**config.mk**
```make
export PLATFORM = sky130hd
export DESIGN_NAME = irrigation_valve_pump_sequencer
export DESIGN_NICKNAME = d
export VERILOG_FILES = /design/src/sv/ivps_pkg.sv /design/src/sv/ivps_mod.sv /design/src/sv/irrigation_valve_pump_sequencer.sv
export SDC_FILE = /design/constraint.sdc
export NUM_CORES = 1
export LEC_CHECK = 0
export BUFFER_PORTS_ARGS = -buffer_cell sky130_fd_sc_hd__buf_2
export CAP_MARGIN = 40
export CORE_ASPECT_RATIO = 0.7
export CORE_MARGIN = 3
export CORE_UTILIZATION = 40
export CTS_BUF_LIST = sky130_fd_sc_hd__clkbuf_2
export CTS_CLUSTER_DIAMETER = 40
export DETAILED_ROUTE_END_ITERATION = 10
export SYNTH_ARGS = -nofsm -noshare
export SYNTH_HDL_FRONTEND = slang
export SYNTH_HIERARCHICAL = 1
export SYNTH_SLANG_ARGS = --single-unit
```
**constraint.sdc**
```tcl
create_clock -name i_clk -period 8.05 [get_ports i_clk]
set_input_delay 0.4025 -clock i_clk [delete_from_list [all_inputs] [get_ports i_clk]]
set_output_delay 0.4025 -clock i_clk [all_outputs]
set_load 0.01 [all_outputs]
```
**src/sv/ivps_pkg.sv**
```systemverilog
package ivps_pkg;

    // Width of a phase or cycle length in ms (510 min * 60000 ms < 2**25)
    localparam int unsigned CYC_W = 25;
    localparam int unsigned ELAPSED_W = 32;
    localparam int unsigned MS_W = 16;
    localparam int unsigned MIN_W = 8;
    localparam int unsigned CFG_IDX_W = 4;

    localparam logic [MS_W-1:0] MS_PER_MINUTE = 16'd60000;

    typedef enum logic [CFG_IDX_W-1:0] {
        REG_INSIDE_MIN  = 4'd0,
        REG_OUTSIDE_MIN = 4'd1,
        REG_OVERLAP_MS  = 4'd2,
        REG_PUMP_DELAY  = 4'd3
    } t_reg_idx;

    typedef enum logic [2:0] {
        ST_IDLE,
        ST_MUL,
        ST_SUM,
        ST_DIV,
        ST_PHASE,
        ST_UPD
    } t_state;

endpackage

```
**src/sv/ivps_mod.sv**
```systemverilog
// Bit-serial remainder: one dividend bit per cycle, restoring subtract.
module ivps_mod
    import ivps_pkg::*;
(
    input  logic                 i_clk,
    input  logic                 i_rst_n,
    input  logic                 i_start,
    input  logic [ELAPSED_W-1:0] i_dividend,
    input  logic [CYC_W-1:0]     i_divisor,
    output logic                 o_done,
    output logic [CYC_W-1:0]     o_rem
);

    localparam int unsigned CNT_W = $clog2(ELAPSED_W);

    logic                 r_busy;
    logic                 r_done;
    logic [CNT_W-1:0]     r_cnt;
    logic [ELAPSED_W-1:0] r_sh;
    logic [CYC_W-1:0]     r_rem;
    logic [CYC_W-1:0]     r_div;
    logic [CYC_W:0]       trial;
    logic [CYC_W-1:0]     n_rem;

    always_comb begin
        trial = {r_rem, r_sh[ELAPSED_W-1]};
        if (trial >= {1'b0, r_div}) begin
            n_rem = CYC_W'(trial - {1'b0, r_div});
        end else begin
            n_rem = trial[CYC_W-1:0];
        end
    end

    always_ff @(posedge i_clk) begin
        if (!i_rst_n) begin
            r_busy <= 1'b0;
            r_done <= 1'b0;
            r_cnt  <= '0;
        end else begin
            r_done <= 1'b0;
            if (i_start) begin
                r_busy <= 1'b1;
                r_cnt  <= '0;
            end else if (r_busy) begin
                r_cnt <= r_cnt + 1'b1;
                if (r_cnt == CNT_W'(ELAPSED_W - 1)) begin
                    r_busy <= 1'b0;
                    r_done <= 1'b1;
                end
            end
        end
    end

    always_ff @(posedge i_clk) begin
        if (i_start) begin
            r_sh  <= i_dividend;
            r_rem <= '0;
            r_div <= i_divisor;
        end else if (r_busy) begin
            r_sh  <= {r_sh[ELAPSED_W-2:0], 1'b0};
            r_rem <= n_rem;
        end
    end

    assign o_done = r_done;
    assign o_rem  = r_rem;

endmodule

```
**src/sv/irrigation_valve_pump_sequencer.sv**
```systemverilog
// Channel  Dir  Width  Contents
// s_axis   in   40     tick word: zone requests, schedule flag, elapsed ms
// m_axis   out  8      valve / pump drive levels after the tick
// i_cfg    in   4+16   register write: inside/outside minutes, overlap, pump delay
//
// An accepted tick word passes through a multiply step, an add, the bit-serial
// remainder, phase select and update; the next word is accepted only in idle,
// once the last one has been through update. A new word is taken while the last
// result waits; the update holds off until m_axis drains.
// Synchronous active-low reset restores register defaults.
module irrigation_valve_pump_sequencer
    import ivps_pkg::*;
(
    input  logic                 i_clk,
    input  logic                 i_rst_n,
    input  logic                 s_axis_tvalid,
    output logic                 s_axis_tready,
    // [0] manual_inside [1] manual_outside [2] remote_inside [3] remote_outside
    // [4] auto_inside [5] auto_outside [6] schedule_active
    // [38:7] schedule_elapsed_ms [39] zero
    input  logic [39:0]          s_axis_tdata,
    output logic                 m_axis_tvalid,
    input  logic                 m_axis_tready,
    // [0] pump_on [1] inside_valve_open [2] outside_valve_open
    // [3] tank_valve_open [4] pump_pending [7:5] zero
    output logic [7:0]           m_axis_tdata,
    input  logic                 i_cfg_we,
    input  logic [CFG_IDX_W-1:0] i_cfg_idx,
    input  logic [MS_W-1:0]      i_cfg_data
);

    t_state r_state, n_state;

    // configuration
    logic [MIN_W-1:0] r_cfg_in_min;
    logic [MIN_W-1:0] r_cfg_out_min;
    logic [MS_W-1:0]  r_cfg_overlap;
    logic [MS_W-1:0]  r_cfg_delay;

    // latched word
    logic                 r_req_in_lvl;
    logic                 r_req_out_lvl;
    logic                 r_auto_in;
    logic                 r_auto_out;
    logic                 r_sched;
    logic [ELAPSED_W-1:0] r_elapsed;

    logic [CYC_W-1:0] r_in_ms;
    logic [CYC_W-1:0] r_out_ms;
    logic [CYC_W-1:0] r_cycle;
    logic [CYC_W-1:0] cycle_ms;
    logic             r_inside_ph;
    logic [CYC_W-1:0] r_phase_pos;

    // sequencer state
    logic            r_pump;
    logic            r_wait;
    logic            r_in_vlv;
    logic            r_out_vlv;
    logic            r_tank;
    logic [MS_W-1:0] r_cnt;

    logic            r_m_valid;
    logic [7:0]      r_m_data;

    // fsm controls
    logic in_ready;
    logic div_start;
    logic commit;

    logic             div_done;
    logic [CYC_W-1:0] div_rem;

    logic            req_in, req_out, overlap, fresh;
    logic            n_pump, n_wait, n_in_vlv, n_out_vlv, n_tank;
    logic [MS_W-1:0] n_cnt, cnt_inc;
    logic            out_free;

    assign out_free = !r_m_valid || m_axis_tready;

    // divisor is taken at the same edge that loads r_cycle
    assign cycle_ms = r_in_ms + r_out_ms;

    ivps_mod u_mod (
        .i_clk      (i_clk),
        .i_rst_n    (i_rst_n),
        .i_start    (div_start),
        .i_dividend (r_elapsed),
        .i_divisor  (cycle_ms),
        .o_done     (div_done),
        .o_rem      (div_rem)
    );

    // next state
    always_comb begin
        n_state = r_state;
        unique case (r_state)
            ST_IDLE:  if (s_axis_tvalid) n_state = ST_MUL;
            ST_MUL:   n_state = ST_SUM;
            ST_SUM:   n_state = ST_DIV;
            ST_DIV:   if (div_done) n_state = ST_PHASE;
            ST_PHASE: n_state = ST_UPD;
            ST_UPD:   if (out_free) n_state = ST_IDLE;
            default:  n_state = ST_IDLE;
        endcase
    end

    // fsm outputs
    always_comb begin
        in_ready  = 1'b0;
        div_start = 1'b0;
        commit    = 1'b0;
        unique case (r_state)
            ST_IDLE:  in_ready = 1'b1;
            ST_SUM:   div_start = 1'b1;
            ST_UPD:   commit = out_free;
            default:  ;
        endcase
    end

    always_ff @(posedge i_clk) begin
        if (!i_rst_n) begin
            r_state <= ST_IDLE;
        end else begin
            r_state <= n_state;
        end
    end

    always_ff @(posedge i_clk) begin
        if (!i_rst_n) begin
            r_cfg_in_min  <= 8'd10;
            r_cfg_out_min <= 8'd10;
            r_cfg_overlap <= 16'd5000;
            r_cfg_delay   <= 16'd2000;
        end else if (i_cfg_we) begin
            unique case (i_cfg_idx)
                REG_INSIDE_MIN:  r_cfg_in_min  <= i_cfg_data[MIN_W-1:0];
                REG_OUTSIDE_MIN: r_cfg_out_min <= i_cfg_data[MIN_W-1:0];
                REG_OVERLAP_MS:  r_cfg_overlap <= i_cfg_data;
                REG_PUMP_DELAY:  r_cfg_delay   <= i_cfg_data;
                default:         ;
            endcase
        end
    end

    // datapath
    always_ff @(posedge i_clk) begin
        if (in_ready && s_axis_tvalid) begin
            r_req_in_lvl  <= s_axis_tdata[0] | s_axis_tdata[2];
            r_req_out_lvl <= s_axis_tdata[1] | s_axis_tdata[3];
            r_auto_in     <= s_axis_tdata[4];
            r_auto_out    <= s_axis_tdata[5];
            r_sched       <= s_axis_tdata[6];
            r_elapsed     <= s_axis_tdata[38:7];
        end
        if (r_state == ST_MUL) begin
            r_in_ms  <= CYC_W'(r_cfg_in_min) * CYC_W'(MS_PER_MINUTE);
            r_out_ms <= CYC_W'(r_cfg_out_min) * CYC_W'(MS_PER_MINUTE);
        end
        if (r_state == ST_SUM) begin
            r_cycle <= cycle_ms;
        end
        if (r_state == ST_PHASE) begin
            r_inside_ph <= div_rem < r_in_ms;
            r_phase_pos <= (div_rem < r_in_ms) ? div_rem : div_rem - r_in_ms;
        end
    end

    always_comb begin
        overlap = r_phase_pos < CYC_W'(r_cfg_overlap);
        if (!r_sched) begin
            req_in  = r_req_in_lvl;
            req_out = r_req_out_lvl;
        end else if (r_cycle == '0) begin
            req_in  = 1'b0;
            req_out = 1'b0;
        end else if (r_inside_ph) begin
            req_in  = r_auto_in;
            req_out = overlap && r_auto_out;
        end else begin
            req_in  = overlap && r_auto_in;
            req_out = r_auto_out;
        end

        cnt_inc = (r_wait && r_cnt != '1) ? r_cnt + 1'b1 : r_cnt;
        fresh   = !r_tank || (req_in && !r_in_vlv) || (req_out && !r_out_vlv);

        n_cnt = cnt_inc;
        if (!req_in && !req_out) begin
            n_pump    = 1'b0;
            n_wait    = 1'b0;
            n_in_vlv  = 1'b0;
            n_out_vlv = 1'b0;
            n_tank    = 1'b0;
        end else begin
            n_tank    = 1'b1;
            n_in_vlv  = req_in;
            n_out_vlv = req_out;
            n_pump    = r_pump;
            n_wait    = r_wait;
            if (fresh && !r_pump && !r_wait) begin
                n_wait = 1'b1;
                n_cnt  = '0;
            end
            if (n_wait && n_cnt >= r_cfg_delay) begin
                n_pump = 1'b1;
                n_wait = 1'b0;
            end
        end
    end

    always_ff @(posedge i_clk) begin
        if (!i_rst_n) begin
            r_pump    <= 1'b0;
            r_wait    <= 1'b0;
            r_in_vlv  <= 1'b0;
            r_out_vlv <= 1'b0;
            r_tank    <= 1'b0;
            r_cnt     <= '0;
        end else if (commit) begin
            r_pump    <= n_pump;
            r_wait    <= n_wait;
            r_in_vlv  <= n_in_vlv;
            r_out_vlv <= n_out_vlv;
            r_tank    <= n_tank;
            r_cnt     <= n_cnt;
        end
    end

    always_ff @(posedge i_clk) begin
        if (!i_rst_n) begin
            r_m_valid <= 1'b0;
        end else if (commit) begin
            r_m_valid <= 1'b1;
        end else if (m_axis_tready) begin
            r_m_valid <= 1'b0;
        end
    end

    always_ff @(posedge i_clk) begin
        if (commit) begin
            r_m_data <= {3'b000, n_wait, n_tank, n_out_vlv, n_in_vlv, n_pump};
        end
    end

    assign s_axis_tready = in_ready;
    assign m_axis_tvalid = r_m_valid;
    assign m_axis_tdata  = r_m_data;

    a_pump_not_pending: assert property (@(posedge i_clk) disable iff (!i_rst_n)
        !(r_pump && r_wait))
        else $error("pump running while still pending");

    a_pump_needs_tank: assert property (@(posedge i_clk) disable iff (!i_rst_n)
        (r_pump || r_wait || r_in_vlv || r_out_vlv) |-> r_tank)
        else $error("pump or zone valve active with tank valve closed");

    a_commit_shows: assert property (@(posedge i_clk) disable iff (!i_rst_n)
        commit |=> r_m_valid)
        else $error("update committed without a result word");

    a_div_only_busy: assert property (@(posedge i_clk) disable iff (!i_rst_n)
        div_done |-> r_state == ST_DIV)
        else $error("remainder finished outside the divide state");

endmodule
```
# Word level (Yosys, flattened, before mapping)
# Cells that the tools add are included.
# Widths: inputs -> output; s select.
[classes]
add_sub_neg = 5
mul = 2
div = 0
n_lt_le_gt_ge = 4
eq_ne = 13
n_shift = 0
muxes = 36
bitwise = 4
n_reduce_logical = 33
[op_table]
columns = ["operator", "count"]
rows = [
  ["$mux 16", 4],
  ["$mux 32", 2],
  ["$mux 25", 2],
  ["$mul 8x11->19 const B", 2],
  ["$ge 26x25->1", 1],
  ["$add 24x24->25", 1],
  ["$logic_not 25->1", 1],
  ["$lt 25x16->1", 1],
  ["$lt 25x24->1", 1],
  ["$sub 25x24->25", 1],
  ["$sub 25x25->25", 1],
  ["$mux 1", 24],
  ["$pmux 3 s6", 1],
  ["$add 16x1->16 const B", 1],
  ["$ge 16x16->1", 1],
  ["$ne 16x16->1 const B", 1],
  ["$logic_and 1x1->1", 10],
  ["$mux 3", 3],
  ["$eq 4x2->1 const B", 2],
  ["$logic_not 1->1", 8],
  ["$reduce_and 2->1", 4],
  ["$eq 3x2->1 const B", 2],
  ["$eq 3x3->1 const B", 2],
  ["$add 5x1->5 const B", 1],
  ["other kinds (14)", 20],
]
[totals]
regBits = 293
latchBits = 0
mem_bits_rw = 0
rom_bits = 0
inputBits = 65
mem_count = 0

# Depth between registers and ports, before layout
[logic_depth]
depth_word = 16
depth_mapped = 18

# Modules after synthesis
# Netlist, hierarchy kept.
[by_module_without_submodules]
columns = ["module", "instances", "cells_per_inst", "area_per_inst_um2"]
rows = [
  ["irrigation_valve_pump_sequencer", 1, 1309, 13351.6],
  ["ivps_mod", 1, 429, 4787.1],
]

# Worst setup path after synthesis
# Ideal clock, no wire load.
[synth_path]
path_type = "reg-to-reg"
startpoint = "register r_state[1]"
endpoint = "register u_mod.r_sh[0], enable pin"
setup_time_ns = 0.387
arrival_ns = 4.993
required_ns = 7.663
setup_slack_ns = 2.671
path_stages_with_launch = 6
cell_sequence = "dfxtp_1 -> inv_1 -> nor3_1 -> clkbuf_1 -> nor2_1 -> inv_1"
[synth_between]
elab_chain_cells = 3
[synth_lines]
columns = ["item", "line_no", "source"]
rows = [
  ["from (decl)", "irrigation_valve_pump_sequencer.sv:32", "t_state r_state, n_state;"],
  ["from (signal assigned)", "irrigation_valve_pump_sequencer.sv:125", "r_state <= n_state;"],
  ["$eq 3x2->1", "irrigation_valve_pump_sequencer.sv:113", "unique case (r_state)"],
  ["$mux 1", "irrigation_valve_pump_sequencer.sv:113", ""],
  ["via div_start", "irrigation_valve_pump_sequencer.sv:68", "logic div_start;"],
  ["$reduce_bool 2->1 (no source line)", "n/a", ""],
  ["to (signal assigned)", "ivps_mod.sv:56", "r_sh <= i_dividend;"],
  ["to (signal assigned)", "ivps_mod.sv:60", "r_sh <= {r_sh[ELAPSED_W-2:0], 1'b0};"],
  ["to (decl)", "ivps_mod.sv:19", "logic [ELAPSED_W-1:0] r_sh;"],
]
# The timed path passes the listed nets, and every way through them passes these cells.
# A chain may end at the register's enable or synchronous reset.

# Worst setup path after layout
[layout_path]
startpoint = "register r_cfg_out_min[6]"
endpoint = "register r_out_ms[22] (data pin)"
[layout_between]
elab_chain_cells = 1
[layout_lines]
columns = ["item", "line_no", "source"]
rows = [
  ["from (decl)", "irrigation_valve_pump_sequencer.sv:36", "logic [MIN_W-1:0] r_cfg_out_min;"],
  ["from (signal assigned)", "irrigation_valve_pump_sequencer.sv:138", "REG_OUTSIDE_MIN: r_cfg_out_min <= i_cfg_data[MIN_W-1:0];"],
  ["$mul 8x11->19", "irrigation_valve_pump_sequencer.sv:158", "r_out_ms <= CYC_W'(r_cfg_out_min) * CYC_W'(MS_PER_MINUTE);"],
  ["to (signal assigned)", "irrigation_valve_pump_sequencer.sv:158", ""],
  ["to (decl)", "irrigation_valve_pump_sequencer.sv:49", "logic [CYC_W-1:0] r_out_ms;"],
]
# No other way between the ends.

==> out/summary.txt <==
Max Freq - 210 MHz
CTS tree - yes
Seq cells post-synth - 288
Clock Path Buffers - 3
count leader, synth - inv_1
Seq/Total Area, Yosys - 41.9%
critical-path maximum fanout - 8
Max-cap violations - 0
DRC viols - 0
htree depth - 3
leading area contributor after synthesis - edfxtp_1
gr usage total - 17.6%
crit path launch type - register
placed instance count - 2,380
Crit Path Category - register to register
Sink Count - 288
syn avg cell area - 10.4 sq um
number of nets in the layout - 2,237
worst reg2reg path startpoint - r_cfg_out_min[6]
WL final - 41,800 microns
Final WS setup - 3290 ps
# setup viols final - 0
CTS resizes - 0
die span in y - 184 microns
GPL Wtd Cong - 0.849
period utilization - 59.1%
Rows - 64
top cells by area, synth - edfxtp_1 (30%), ha_1 (14%), dfxtp_1 (12%)
setup TNS - 0 ps
Worst setup EP type - register
pre-CTS setup slack - 3260 ps
chip width - 261 microns
Synth-to-Final Area Change - 13.2%
drt pass-1 iters - 5
commonest cells in the netlist - inv_1 (205), ha_1 (197), edfxtp_1 (183)
ratio of cells with drive above 1 in the final layout - 13.7%
cells after synthesis - 1,738
number of global-route vias before repair - 12,900
Net Sw Frac - 36.5%
worst slew pin tran - 894 ps
DRT antenna net count - 0
Synth Flop Type - edfxtp_1
post-DR vias/cell - 5.12
largest net degree at the start of global routing - 69
sequential share of power - 42.2%
Core Footprint - 44,200 sq um
ys async rst share - 0%
Routed WL per cell - 16.2 microns
Final Non-Filler Cells - 2,584
CTS buffer count - 75
Initial Util - 41.0%
Netlist Area Pre-Place - 18,100 sq um
First DRT Iteration DRCs - 933
die area - 48,000 sq um
via count - 13,200
Worst-path clk slew - 100 ps
logic gate share of total power - 34.8%
Yosys top cell area share - 30.3%
min-delay src - i_cfg_we
Final HPWL DP - 30,400 microns
Sw Pwr - 1650 uW
Hold Buf Count CTS - 65
initial antenna violation count - 1
io pins - 75
outcome - complete, no violations
P_int - 2860 uW
PortBufs - 70
worst skew pair latency - 990 ps
RSZ-0062 raised after global routing - no
clock share of power - 23.1%
leakage power - 0.00895 uW
Clock Root Buffer - clkbuf_2
Setup Skew - 150 ps
GR Overflow Total - 0
WHS - 130 ps
worst endpoint required time - 8730 ps
Hold Path Class - input port to register
global-route wire length before repair - 67,600 microns
PwrDens - 220 nW/um^2
total chip power - 4510 uW
synth warn - 6
Post-synth EDFFs - 183
Netlist cell types - 78
max-slew violations - 0
fillers - 4,140
post-CTS setup buffer count - 0
Final min period - 4760 ps
final hold vios - 0
WP data arrival - 5440 ps
CP startpoint - r_cfg_out_min[6]
max_slew headroom - 40.2%
Worst VDD drop - 0.0997 mV
final timing paths:
path                           to  slack, ps  depth (start not counted)
setup / recovery     r_out_ms[22]       3290                         15
hold / removal    r_cfg_in_min[1]        130                          5
setup reg to reg     r_out_ms[22]       3290                         15
hold reg to reg    r_cfg_delay[2]        460                          2
per-stage QoR:
stage               instance area (sq um)  util, %
floorplan                           18200        -
global placement                    19200     43.3
detailed placement                  19200     43.4
CTS                                 20500     46.4
global route                        20500     46.5
finish                              20500     46.5
sequential cells by signal, summed over array words and instances, names as in the netlist, 8 cells and up:
| signal | count |
|---|---|
| u_mod/r_div | 25 |
| r_cycle | 20 |
| r_cfg_out_min | 8 |
| u_mod/o_rem | 25 |
| r_cnt | 16 |
| r_cfg_delay | 16 |
| r_cfg_overlap | 16 |
| r_elapsed | 32 |
| r_in_ms | 19 |
| r_phase_pos | 25 |
| u_mod/r_sh | 32 |
| r_cfg_in_min | 8 |
| r_out_ms | 19 |
per-layer routing:
metal	vias to the layer above	global-route usage (%)	wire (microns)
met5	-	0	0
met4	0	4.68	625
li1	6611	-	-
met2	275	25.2	17200
met1	6293	26.4	21600
met3	54	4.40	2410
placed cells by master, fill, tap and decap left out, drive strengths merged, types with 14 or more instances in the layout:
| cell type | netlist | final |
|---|---|---|
| xnor2 | 74 | 74 |
| o211ai | 21 | 21 |
| dfxtp | 105 | 105 |
| nand3 | 42 | 42 |
| nand2b | 19 | 19 |
| or2 | 15 | 15 |
| clkinv | 1 | 28 |
| nor3 | 26 | 26 |
| o21ai | 54 | 54 |
| edfxtp | 183 | 183 |
| buf | 13 | 83 |
| xor2 | 22 | 22 |
| a211oi | 28 | 28 |
| dlygate4sd3 | 0 | 65 |
| a21oi | 100 | 100 |
| and3 | 17 | 17 |
| inv | 205 | 207 |
| nor2 | 128 | 128 |
| a31oi | 14 | 14 |
| ha | 197 | 197 |
| mux2i | 38 | 38 |
| and2 | 14 | 14 |
| nand2 | 122 | 122 |
| a21o | 24 | 24 |
| mux2 | 38 | 38 |
| clkbuf | 29 | 106 |
| fa | 47 | 47 |
| o21a | 23 | 23 |
power groups by stage:
stage                     logic (uW)  registers [uW]  clock network (uW)
after global placement          1490            1940                   0
after floorplan                 1220            1880                   0
after CTS                       1560            1900                1090
after global routing            1740            1920                1170
final                           1570            1900                1040
after detailed placement        1520            1940                   0
critical path: stages, from the launching register on:
cell,delay [ps]
dfxtp_1,580
ha_1,350
ha_1,290
inv_1,50
fa_1,480
fa_1,540
inv_1,40
ha_1,320
and3b_1,210
o21a_1,180
o21ai_0,270
a21oi_1,150
o41ai_1,640
o2111ai_1,210
a21oi_1,200
xnor2_1,80
area by class of cell:
class	count	area (sq um)	area share, %
timing repair buffer	148	1110	5.41
tap	594	743	3.62
clock buffer	106	531	2.58
inverter	206	773	3.77
antenna	1	2.50	0.0122
clock inverter	32	179	0.871
sequential	288	7600	37.0
multi-input combinational	1209	9600	46.7
cells by family (layout without fill, tap and decap cells):
group | Yosys count | in the layout | share of synthesized area (%)
AOI/OAI and AO/OA | 342 | 342 | 12.9
xor gates and xnor gates | 96 | 96 | 4.64
adders and majority gates | 244 | 244 | 18.8
buffers and inverters | 248 | 492 | 5.45
DFF | 288 | 288 | 41.9
muxes | 76 | 76 | 4.58
other | 1 | 9 | 0.0207
and+or+nand+nor | 443 | 443 | 11.7
Power figures use the tool's default switching activity.
